`src/sv/delimited_segment_extractor_defines.svh`:
```
// Assertion macros shared by the delimited segment extractor modules.
// Needs a clock named clk and an active-low reset named arst_n in scope.
`ifndef DELIMITED_SEGMENT_EXTRACTOR_DEFINES_SVH
`define DELIMITED_SEGMENT_EXTRACTOR_DEFINES_SVH
`ifndef SYNTH
// Checked only outside reset.
`define DSE_ASSERT(lbl, prop) \
	lbl: assert property (@(posedge clk) disable iff (!arst_n) prop) \
	else $error("delimited segment extractor: assertion failed");
// Checked at every clock edge, reset included.
`define DSE_ASSERT_ALWAYS(lbl, prop) \
	lbl: assert property (@(posedge clk) prop) \
	else $error("delimited segment extractor: assertion failed");
`else
`define DSE_ASSERT(lbl, prop)
`define DSE_ASSERT_ALWAYS(lbl, prop)
`endif
`endif

```
`src/sv/dse_pkg.sv`:
```
// Types and constants of the delimited segment extractor.
// Used by every module of the block; depends on nothing.
`default_nettype none
package dse_pkg;

	localparam int CFG_W = 64;

	typedef logic [7:0][7:0] pattern_t;

	typedef enum logic [1:0] {
		CFG_START_LENGTH  = 2'd0,
		CFG_START_PATTERN = 2'd1,
		CFG_END_LENGTH    = 2'd2,
		CFG_END_PATTERN   = 2'd3
	} cfg_index_t;

	typedef enum logic [1:0] {
		OUTCOME_OK       = 2'd0,
		OUTCOME_NO_START = 2'd1,
		OUTCOME_NO_END   = 2'd2,
		OUTCOME_ORDER    = 2'd3
	} outcome_t;

	typedef struct packed {
		logic [7:0] data_byte;
		logic       last_byte;
	} req_t;

	typedef struct packed {
		logic [7:0] out_byte;
		logic       byte_valid;
		logic       stream_done;
		outcome_t   outcome;
	} res_t;

	typedef struct packed {
		logic start_ok;
		logic end_ok;
	} cell_flags_t;

endpackage
`default_nettype wire

```
`src/sv/dse_cell.sv`:
```
// One byte of the recent-byte window with its start and end token comparators.
// Depends on dse_pkg.
`default_nettype none
module dse_cell #(
	parameter int IDX = 0
) (
	input  wire logic              clk,
	input  wire logic              arst_n,
	input  wire logic              shift,
	input  wire logic              clear,
	input  wire logic [7:0]        byte_in,
	input  wire logic [3:0]        start_len,
	input  wire dse_pkg::pattern_t start_pat,
	input  wire logic [3:0]        end_len,
	input  wire dse_pkg::pattern_t end_pat,
	output logic [7:0]             byte_q,
	output dse_pkg::cell_flags_t   flags
);

	localparam logic [3:0] POS = 4'(IDX);

	logic [3:0] start_sel;
	logic [3:0] end_sel;

	assign start_sel = start_len - POS - 4'd1;
	assign end_sel   = end_len - POS - 4'd1;

	always_comb begin
		flags.start_ok = (POS >= start_len) || (byte_in == start_pat[start_sel[2:0]]);
		flags.end_ok   = (POS >= end_len) || (byte_in == end_pat[end_sel[2:0]]);
	end

	always_ff @(posedge clk or negedge arst_n) begin
		if (!arst_n) begin
			byte_q <= '0;
		end else if (shift) begin
			byte_q <= clear ? 8'd0 : byte_in;
		end
	end

endmodule
`default_nettype wire

```
`src/sv/dse_outbuf.sv`:
```
// Two-entry output buffer that separates the request side from result stalls.
// Depends on dse_pkg and delimited_segment_extractor_defines.svh.
`default_nettype none
`include "delimited_segment_extractor_defines.svh"
module dse_outbuf (
	input  wire logic          clk,
	input  wire logic          arst_n,
	input  wire logic          push,
	input  wire dse_pkg::res_t push_data,
	output logic               space,
	output logic               res_valid,
	input  wire logic          res_ready,
	output dse_pkg::res_t      res_data
);

	logic          main_valid_q;
	logic          skid_valid_q;
	dse_pkg::res_t main_q;
	dse_pkg::res_t skid_q;
	logic          pop;

	assign pop       = main_valid_q && res_ready;
	assign space     = !skid_valid_q;
	assign res_valid = main_valid_q;
	assign res_data  = main_q;

	always_ff @(posedge clk or negedge arst_n) begin
		if (!arst_n) begin
			main_valid_q <= 1'b0;
			skid_valid_q <= 1'b0;
		end else if (skid_valid_q) begin
			if (pop) begin
				skid_valid_q <= 1'b0;
			end
		end else if (push) begin
			if (!main_valid_q || pop) begin
				main_valid_q <= 1'b1;
			end else begin
				skid_valid_q <= 1'b1;
			end
		end else if (pop) begin
			main_valid_q <= 1'b0;
		end
	end

	always_ff @(posedge clk) begin
		if (skid_valid_q) begin
			if (pop) begin
				main_q <= skid_q;
			end
		end else if (push) begin
			if (!main_valid_q || pop) begin
				main_q <= push_data;
			end else begin
				skid_q <= push_data;
			end
		end
	end

	`DSE_ASSERT_ALWAYS(a_skid_behind_main, skid_valid_q |-> main_valid_q)
	`DSE_ASSERT(a_no_push_when_full, push |-> !skid_valid_q)
	`DSE_ASSERT(a_skid_drains, (skid_valid_q && pop) |=> (!skid_valid_q && main_valid_q))

endmodule
`default_nettype wire

```
`src/sv/delimited_segment_extractor.sv`:
```
// Channel   Signals                        Payload
// request   req_valid, req_ready, req_data dse_pkg::req_t (data_byte, last_byte)
// result    res_valid, res_ready, res_data dse_pkg::res_t (out_byte .. outcome)
// config    cfg_we, cfg_index, cfg_data    register write, no handshake
// One byte is taken per cycle while req_ready is high; the window compare in the cell
// row and the position add and compare settle in that single cycle. Any result enters the
// buffer at the accepting edge and is offered on the result side once in its main entry.
// Reset sets the start length register to 1 and clears the other registers, the window and all stream state.
// A stalled result side is absorbed by a two-entry buffer; req_ready falls only when both
// entries are held.
// Depends on dse_pkg, dse_cell, dse_outbuf and delimited_segment_extractor_defines.svh.
`default_nettype none
`include "delimited_segment_extractor_defines.svh"
module delimited_segment_extractor #(
	parameter int TOKEN_MAX      = 8,
	parameter int POSITION_WIDTH = 32
) (
	input  wire logic                      clk,
	input  wire logic                      arst_n,
	input  wire logic                      cfg_we,
	input  wire dse_pkg::cfg_index_t       cfg_index,
	input  wire logic [dse_pkg::CFG_W-1:0] cfg_data,
	input  wire logic                      req_valid,
	output logic                           req_ready,
	input  wire dse_pkg::req_t             req_data,
	output logic                           res_valid,
	input  wire logic                      res_ready,
	output dse_pkg::res_t                  res_data
);

	localparam int                    PW      = POSITION_WIDTH;
	localparam int                    TAPW    = $clog2(TOKEN_MAX + 1);
	localparam logic [3:0]            TOK_LEN = 4'(TOKEN_MAX);
	localparam logic [PW-1:0]         POS_MAX = '1;

	logic [3:0]        start_len_q;
	dse_pkg::pattern_t start_pat_q;
	logic [3:0]        end_len_q;
	dse_pkg::pattern_t end_pat_q;

	logic [PW-1:0] pos_q;
	logic [PW-1:0] seg_q;
	logic          start_q;
	logic          end_q;
	logic          err3_q;

	logic [3:0]           sl_eff;
	logic [3:0]           el_eff;
	logic [7:0]           tap [TOKEN_MAX+1];
	logic [7:0]           win_q [TOKEN_MAX];
	dse_pkg::cell_flags_t flags [TOKEN_MAX];
	logic                 start_all;
	logic                 end_all;
	logic                 accept;
	logic                 last;
	logic [PW-1:0]        pos_inc;
	logic                 start_hit;
	logic                 start_new;
	logic [PW-1:0]        seg_new;
	logic                 end_hit;
	logic                 end_new;
	logic [PW-1:0]        end_pos;
	logic                 err3_new;
	logic [PW-1:0]        gap;
	logic                 emit;
	dse_pkg::outcome_t    oc;
	dse_pkg::res_t        result;
	logic                 push;
	logic                 space;

	assign accept    = req_valid && req_ready;
	assign req_ready = space;
	assign last      = req_data.last_byte;

	always_comb begin
		sl_eff = start_len_q;
		if (start_len_q == 4'd0) begin
			sl_eff = 4'd1;
		end else if (start_len_q > TOK_LEN) begin
			sl_eff = TOK_LEN;
		end
		el_eff = (end_len_q > TOK_LEN) ? TOK_LEN : end_len_q;
	end

	assign tap[0] = req_data.data_byte;

	for (genvar k = 0; k < TOKEN_MAX; k++) begin : g_cell
		assign tap[k+1] = win_q[k];
		dse_cell #(
			.IDX(k)
		) u_cell (
			.clk      (clk),
			.arst_n   (arst_n),
			.shift    (accept),
			.clear    (last),
			.byte_in  (tap[k]),
			.start_len(sl_eff),
			.start_pat(start_pat_q),
			.end_len  (el_eff),
			.end_pat  (end_pat_q),
			.byte_q   (win_q[k]),
			.flags    (flags[k])
		);
	end

	always_comb begin
		start_all = 1'b1;
		end_all   = 1'b1;
		for (int k = 0; k < TOKEN_MAX; k++) begin
			start_all = start_all & flags[k].start_ok;
			end_all   = end_all & flags[k].end_ok;
		end
	end

	always_comb begin
		pos_inc   = (pos_q == POS_MAX) ? POS_MAX : pos_q + PW'(1);
		start_hit = !start_q && (pos_q >= PW'(sl_eff - 4'd1)) && start_all;
		start_new = start_q || start_hit;
		seg_new   = start_hit ? pos_inc : seg_q;
		end_hit   = (el_eff != 4'd0) && !end_q && (pos_q >= PW'(el_eff - 4'd1)) && end_all;
		end_new   = end_q || end_hit;
		end_pos   = pos_q - PW'(el_eff - 4'd1);
		err3_new  = end_hit ? (!start_new || (end_pos <= seg_new)) : err3_q;
		gap       = pos_q - seg_new;
		emit      = start_new && !end_q && (pos_q >= seg_new) && (gap >= PW'(el_eff));

		if (!start_new) begin
			oc = dse_pkg::OUTCOME_NO_START;
		end else if ((el_eff != 4'd0) && !end_new) begin
			oc = dse_pkg::OUTCOME_NO_END;
		end else if (end_new && err3_new) begin
			oc = dse_pkg::OUTCOME_ORDER;
		end else begin
			oc = dse_pkg::OUTCOME_OK;
		end

		result.out_byte    = emit ? tap[el_eff[TAPW-1:0]] : 8'd0;
		result.byte_valid  = emit;
		result.stream_done = last;
		result.outcome     = last ? oc : dse_pkg::OUTCOME_OK;
		push               = accept && (emit || last);
	end

	always_ff @(posedge clk or negedge arst_n) begin
		if (!arst_n) begin
			start_len_q <= 4'd1;
			start_pat_q <= '0;
			end_len_q   <= 4'd0;
			end_pat_q   <= '0;
		end else if (cfg_we) begin
			unique case (cfg_index)
				dse_pkg::CFG_START_LENGTH:  start_len_q <= cfg_data[3:0];
				dse_pkg::CFG_START_PATTERN: start_pat_q <= cfg_data;
				dse_pkg::CFG_END_LENGTH:    end_len_q   <= cfg_data[3:0];
				dse_pkg::CFG_END_PATTERN:   end_pat_q   <= cfg_data;
				default: ;
			endcase
		end
	end

	always_ff @(posedge clk or negedge arst_n) begin
		if (!arst_n) begin
			pos_q   <= '0;
			seg_q   <= '0;
			start_q <= 1'b0;
			end_q   <= 1'b0;
			err3_q  <= 1'b0;
		end else if (accept) begin
			if (last) begin
				pos_q   <= '0;
				seg_q   <= '0;
				start_q <= 1'b0;
				end_q   <= 1'b0;
				err3_q  <= 1'b0;
			end else begin
				pos_q   <= pos_inc;
				seg_q   <= seg_new;
				start_q <= start_new;
				end_q   <= end_new;
				err3_q  <= err3_new;
			end
		end
	end

	dse_outbuf u_outbuf (
		.clk      (clk),
		.arst_n   (arst_n),
		.push     (push),
		.push_data(result),
		.space    (space),
		.res_valid(res_valid),
		.res_ready(res_ready),
		.res_data (res_data)
	);

	`DSE_ASSERT_ALWAYS(a_segment_not_ahead, start_q |-> (seg_q <= pos_q))
	`DSE_ASSERT_ALWAYS(a_early_end_flagged, (end_q && !start_q) |-> err3_q)
	`DSE_ASSERT(a_last_clears, (accept && last) |=> ((pos_q == '0) && !start_q && !end_q))

endmodule
`default_nettype wire

```
`config.mk`:
```
export PLATFORM = sky130hd
export DESIGN_NAME = delimited_segment_extractor
export DESIGN_NICKNAME = d
export VERILOG_FILES = /design/src/sv/dse_pkg.sv /design/src/sv/dse_cell.sv /design/src/sv/dse_outbuf.sv /design/src/sv/delimited_segment_extractor.sv
export VERILOG_INCLUDE_DIRS = /design/src /design/src/sv
export SDC_FILE = /design/constraint.sdc
export NUM_CORES = 1
export LEC_CHECK = 0
export BUFFER_PORTS_ARGS = -buffer_cell sky130_fd_sc_hd__buf_2
export CAP_MARGIN = 20
export CORE_AREA = 2 2 234 259
export DETAILED_ROUTE_END_ITERATION = 10
export DIE_AREA = 0 0 236 261
export PLACE_DENSITY = 0.66
export SLEW_MARGIN = 10
export SYNTH_ARGS = -nofsm -noshare
export SYNTH_HDL_FRONTEND = slang
export SYNTH_HIERARCHICAL = 1
export SYNTH_SLANG_ARGS = --single-unit
export TNS_END_PERCENT = 5
```
`constraint.sdc`:
```
create_clock -name clk -period 21.9 [get_ports clk]
set_clock_uncertainty 0.05 [all_clocks]
set_input_delay 4.38 -clock clk [delete_from_list [all_inputs] [get_ports clk]]
set_output_delay 4.38 -clock clk [all_outputs]
set_load 0.005 [all_outputs]
```
==> impl_metrics.csv <==
group,metric,value,unit
routing,vias,24600,
critical_path,path_class,"primary input to register",
timing,fmax,89.7,MHz
timing,hold_viol,0,
floorplan,die-width,236,microns
yosys,synth-edff-count,24,
critical_path,setup.worst_path.start_class,"primary input",
yosys,postSynthCellCount,2815,
critical_path,total_buffers_and_inverters_traversed_by_the_critical_path,2,
layout,design.final.nets,3052,
yosys,cell_area_synth,0.0292,sq mm
critical_path,r2r-start,"start_len_q[3]",
clock_tree,htreeDepth,2,
yosys,synth.ff_latch_count,293,
yosys,ys_types,93,
yosys,yosys.area.top_type,"dfrtp_1",
yosys,synth.top_cells.by_area,"dfrtp_1 23%, mux4_2 13%, ha_1 6.7%, mux2_2 6.2%, mux4_1 5.8%",
clock_tree,tritoncts_num_sinks,293,
yosys,async_set_or_reset_register_ratio_after_synthesis,0.918,
clock_tree,clockRootBuffer,"clkbuf_16",
yosys,post-synth-top-area-fraction,0.229,
layout,utilization,0.527,
critical_path,timing.critical_path.to_type,"register",
layout,final_layout_size_suffix_gt1_frac,0.202,
yosys,post_synth_most_frequent_cells,"268 x dfrtp_1, 199 x o21ai_0, 177 x xor2_1",
critical_path,startpoint,"req_data[8]",
routing,drt_pass1_iterations,5,
grt,first_pass_grt_wire_length,159000,microns
grt,antenna_violations_before_repair,5,
timing,slew-limit-headroom,0.220,
clock_tree,quantity_of_gates_resized_following_cts,0,
placed_design,gp_routability_congestion,1.04,
routing,viasPerCell,6.80,
power,power.leakage,13.1,nW
clock_tree,holdBufCountCts,0,
floorplan,dieHeight,261,microns
critical_path,worstRegToRegCells,31,
floorplan,die_area,0.0616,sq mm
grt,vias_in_the_first_global_route,24100,
timing,drv_slew,0,
routing,drt-wirelength-per-cell,29.8,microns
routing,drt_drc_violations_left,0,
placed_design,place.detailed.instances,3543,
yosys,synth.most_common_cell,"dfrtp_1",
grt,grt.overflow.total,0,
timing,final.period_utilization,0.509,
floorplan,floorplan.initialDensity,0.494,
routing,route.final.wire_length,108000,microns
clock_tree,post-cts-setup-buffer-count,0,
critical_path,regToRegSetupSlack,10970,ps
power,peakVddDrop,68.5,uV
min_path,min_path_type,"register to register",
floorplan,row_count,94,
timing,rsz0062_at_grt,"false",
critical_path,timing.critical_path.arrival,11330,ps
layout,area_growth_syn_to_layout,6.63,%
timing,timing.final.ws_setup,10750,ps
placed_design,numPortBuffers,93,
timing,setup_tns,0,ps
timing,finalSetupViolations,0,
critical_path,slowest_stage,"nor4_4",
timing,fin_crit,11150,ps
yosys,postSynthAreaPerCell,10.4,sq um
routing,final_antenna_net_count,0,
critical_path,critical_path.max_fanout,67,
yosys,sequential_cell_area_fraction_in_the_yosys_report,0.255,
floorplan,fp.coreArea,0.0592,sq mm
critical_path,crit_path_max_incr_delay,660,ps
placed_design,dp_hpwl,81800,microns
clock_tree,longest_clk_path_bufs,3,
run_status,outcome,"finished clean",
clock_tree,clock_latency,570,ps
critical_path,path_cells,"buf_2 > xor2_1 > nor4_1 > a22oi_1 > nor2_1 > nand4_1 > a21oi_4 > buf_4 > mux2i_1 > ha_1 > nor2b_1 > o21a_1 > nor2_1 > xnor2_1 > ha_1 > a2111oi_4 > o221ai_2 > or4_1 > a2111o_1 > nor4_2 > nand4_1 > nor4_4 > a31oi_1 > o22a_1",
critical_path,worst-endpoint-required,22080,ps
power,power_density,96.1,mW/mm^2
flow_run,drv.max_cap_violation_count,0,
yosys,ys_dominant_reg_cell,"dfrtp_1",
routing,detailedRoute.firstIterationViolations,2381,
floorplan,num_io_pins,94,
critical_path,critical_path_cell_count,24,
critical_path,cpLargestDelayFamily,"simple AND/OR/NAND/NOR gates",
clock_tree,clk_transition_reported_paths,60,ps
critical_path,timing.rr.end,"u_outbuf/res_data[6]",
layout,final_cells,3615,
placed_design,detailedPlace.worstSlack,10290,ps
yosys,synthesis.yosys.warnings,6,
grt,grt_start_max_net_pins,111,
critical_path,worst_setup_path_endpoint,"u_outbuf/res_data[6]",
grt,grt.total_usage,0.347,
clock_tree,tritoncts_clock_tree,"done",
clock_tree,cts_buffers,36,
timing,worst-slew-pin-transition,1160,ps
stage by stage:
stage | power, mW | cell area (sq um) | hold WS (ps)
floorplan | 1.89 | 29300 | 392
global placement | 2.34 | 30000 | 408
detailed placement | 2.36 | 30000 | 417
CTS | 2.97 | 31100 | 430
global route | 3.12 | 31200 | 447
finish | 2.99 | 31200 | 426
cell type report:
type / instances / area [sq um]
antenna: 5 / 12.5
clock buffer: 43 / 988
clock inverter: 23 / 175
fill: 5235 / 28000
inverter: 136 / 520
multi-input combinational: 2221 / 20300
sequential: 293 / 7450
tap: 768 / 961
timing repair buffer: 126 / 751
placed cells by master (no fill, tap or decap), types with 9 or more instances in the layout:
| cell type | instances |
|---|---|
| a22oi_1 | 26 |
| nor2b_1 | 32 |
| mux2i_1 | 113 |
| a22o_1 | 9 |
| a31oi_1 | 32 |
| nor3_1 | 22 |
| and3_1 | 20 |
| edfxtp_1 | 24 |
| nor2_1 | 89 |
| a21oi_1 | 156 |
| mux4_2 | 167 |
| xor2_1 | 177 |
| nor4_1 | 34 |
| xnor2_1 | 66 |
| clkbuf_16 | 37 |
| dfrtp_1 | 268 |
| clkinv_2 | 9 |
| o21ai_0 | 199 |
| buf_4 | 31 |
| nand3_1 | 71 |
| buf_2 | 92 |
| nand4_1 | 51 |
| mux2_2 | 162 |
| mux4_1 | 65 |
| nand2b_1 | 25 |
| a21o_1 | 26 |
| conb_1 | 29 |
| o21a_1 | 23 |
| nand2_1 | 159 |
| o22ai_1 | 11 |
| and2_1 | 12 |
| ha_1 | 156 |
| nand3b_1 | 73 |
| inv_1 | 130 |
| a211oi_1 | 9 |
| o211ai_1 | 21 |
| nor4_2 | 9 |
| o22a_1 | 21 |
tightest hold or removal path, cell delays in order (launching register included):
cell     delay [ps]
dfrtp_1         340
nand2_1          40
o21ai_0          60
kinds of logic (layout without fill, tap and decap cells):
logic type,count (synthesis),in the layout,synth area share
simple gates,642,642,0.119
compound gates,637,637,0.138
mux,512,512,0.291
buf+inv,329,328,0.0556
flops,293,293,0.255
xor+xnor,243,243,0.0728
fa+ha+maj,158,158,0.0681
other cells,1,34,0.000128
power by group:
group	leakage [nW]	total, mW	internal, mW	switching [mW]
Combinational	8.87	1.56	0.702	0.856
Clock	0.569	0.595	0.338	0.257
Sequential	3.68	0.842	0.625	0.217
flip-flops by register name, indices dropped and copies added (netlist names):
name,cells
end_len_q,4
end_pat_q,64
end_q,1
err3_q,1
g_cell.u_cell/byte_q,64
pos_q,32
seg_q,32
start_len_q,4
start_pat_q,64
start_q,1
u_outbuf/res_data,12
u_outbuf/res_valid,1
u_outbuf/skid_q,12
u_outbuf/skid_valid_q,1
metal layers:
layer	wire, microns	vias up	GRT usage
li1	-	10800	-
met1	39600	12300	0.416
met2	50900	1225	0.577
met3	7980	327	0.0534
met4	9220	2	0.249
met5	9	-	0
worst min path at each step:
stage | start | endpoint | slack (ps) | cells after the start
final | seg_q[19] | seg_q[19] | 430 | 2
after global routing | seg_q[5] | seg_q[5] | 450 | 2
after floorplan | seg_q[25] | seg_q[25] | 390 | 2
after global placement | seg_q[25] | seg_q[25] | 410 | 2
after CTS | seg_q[6] | seg_q[6] | 430 | 2
after detailed placement | seg_q[24] | seg_q[24] | 420 | 2
Note: power is estimated with default switching activity, not from simulation.
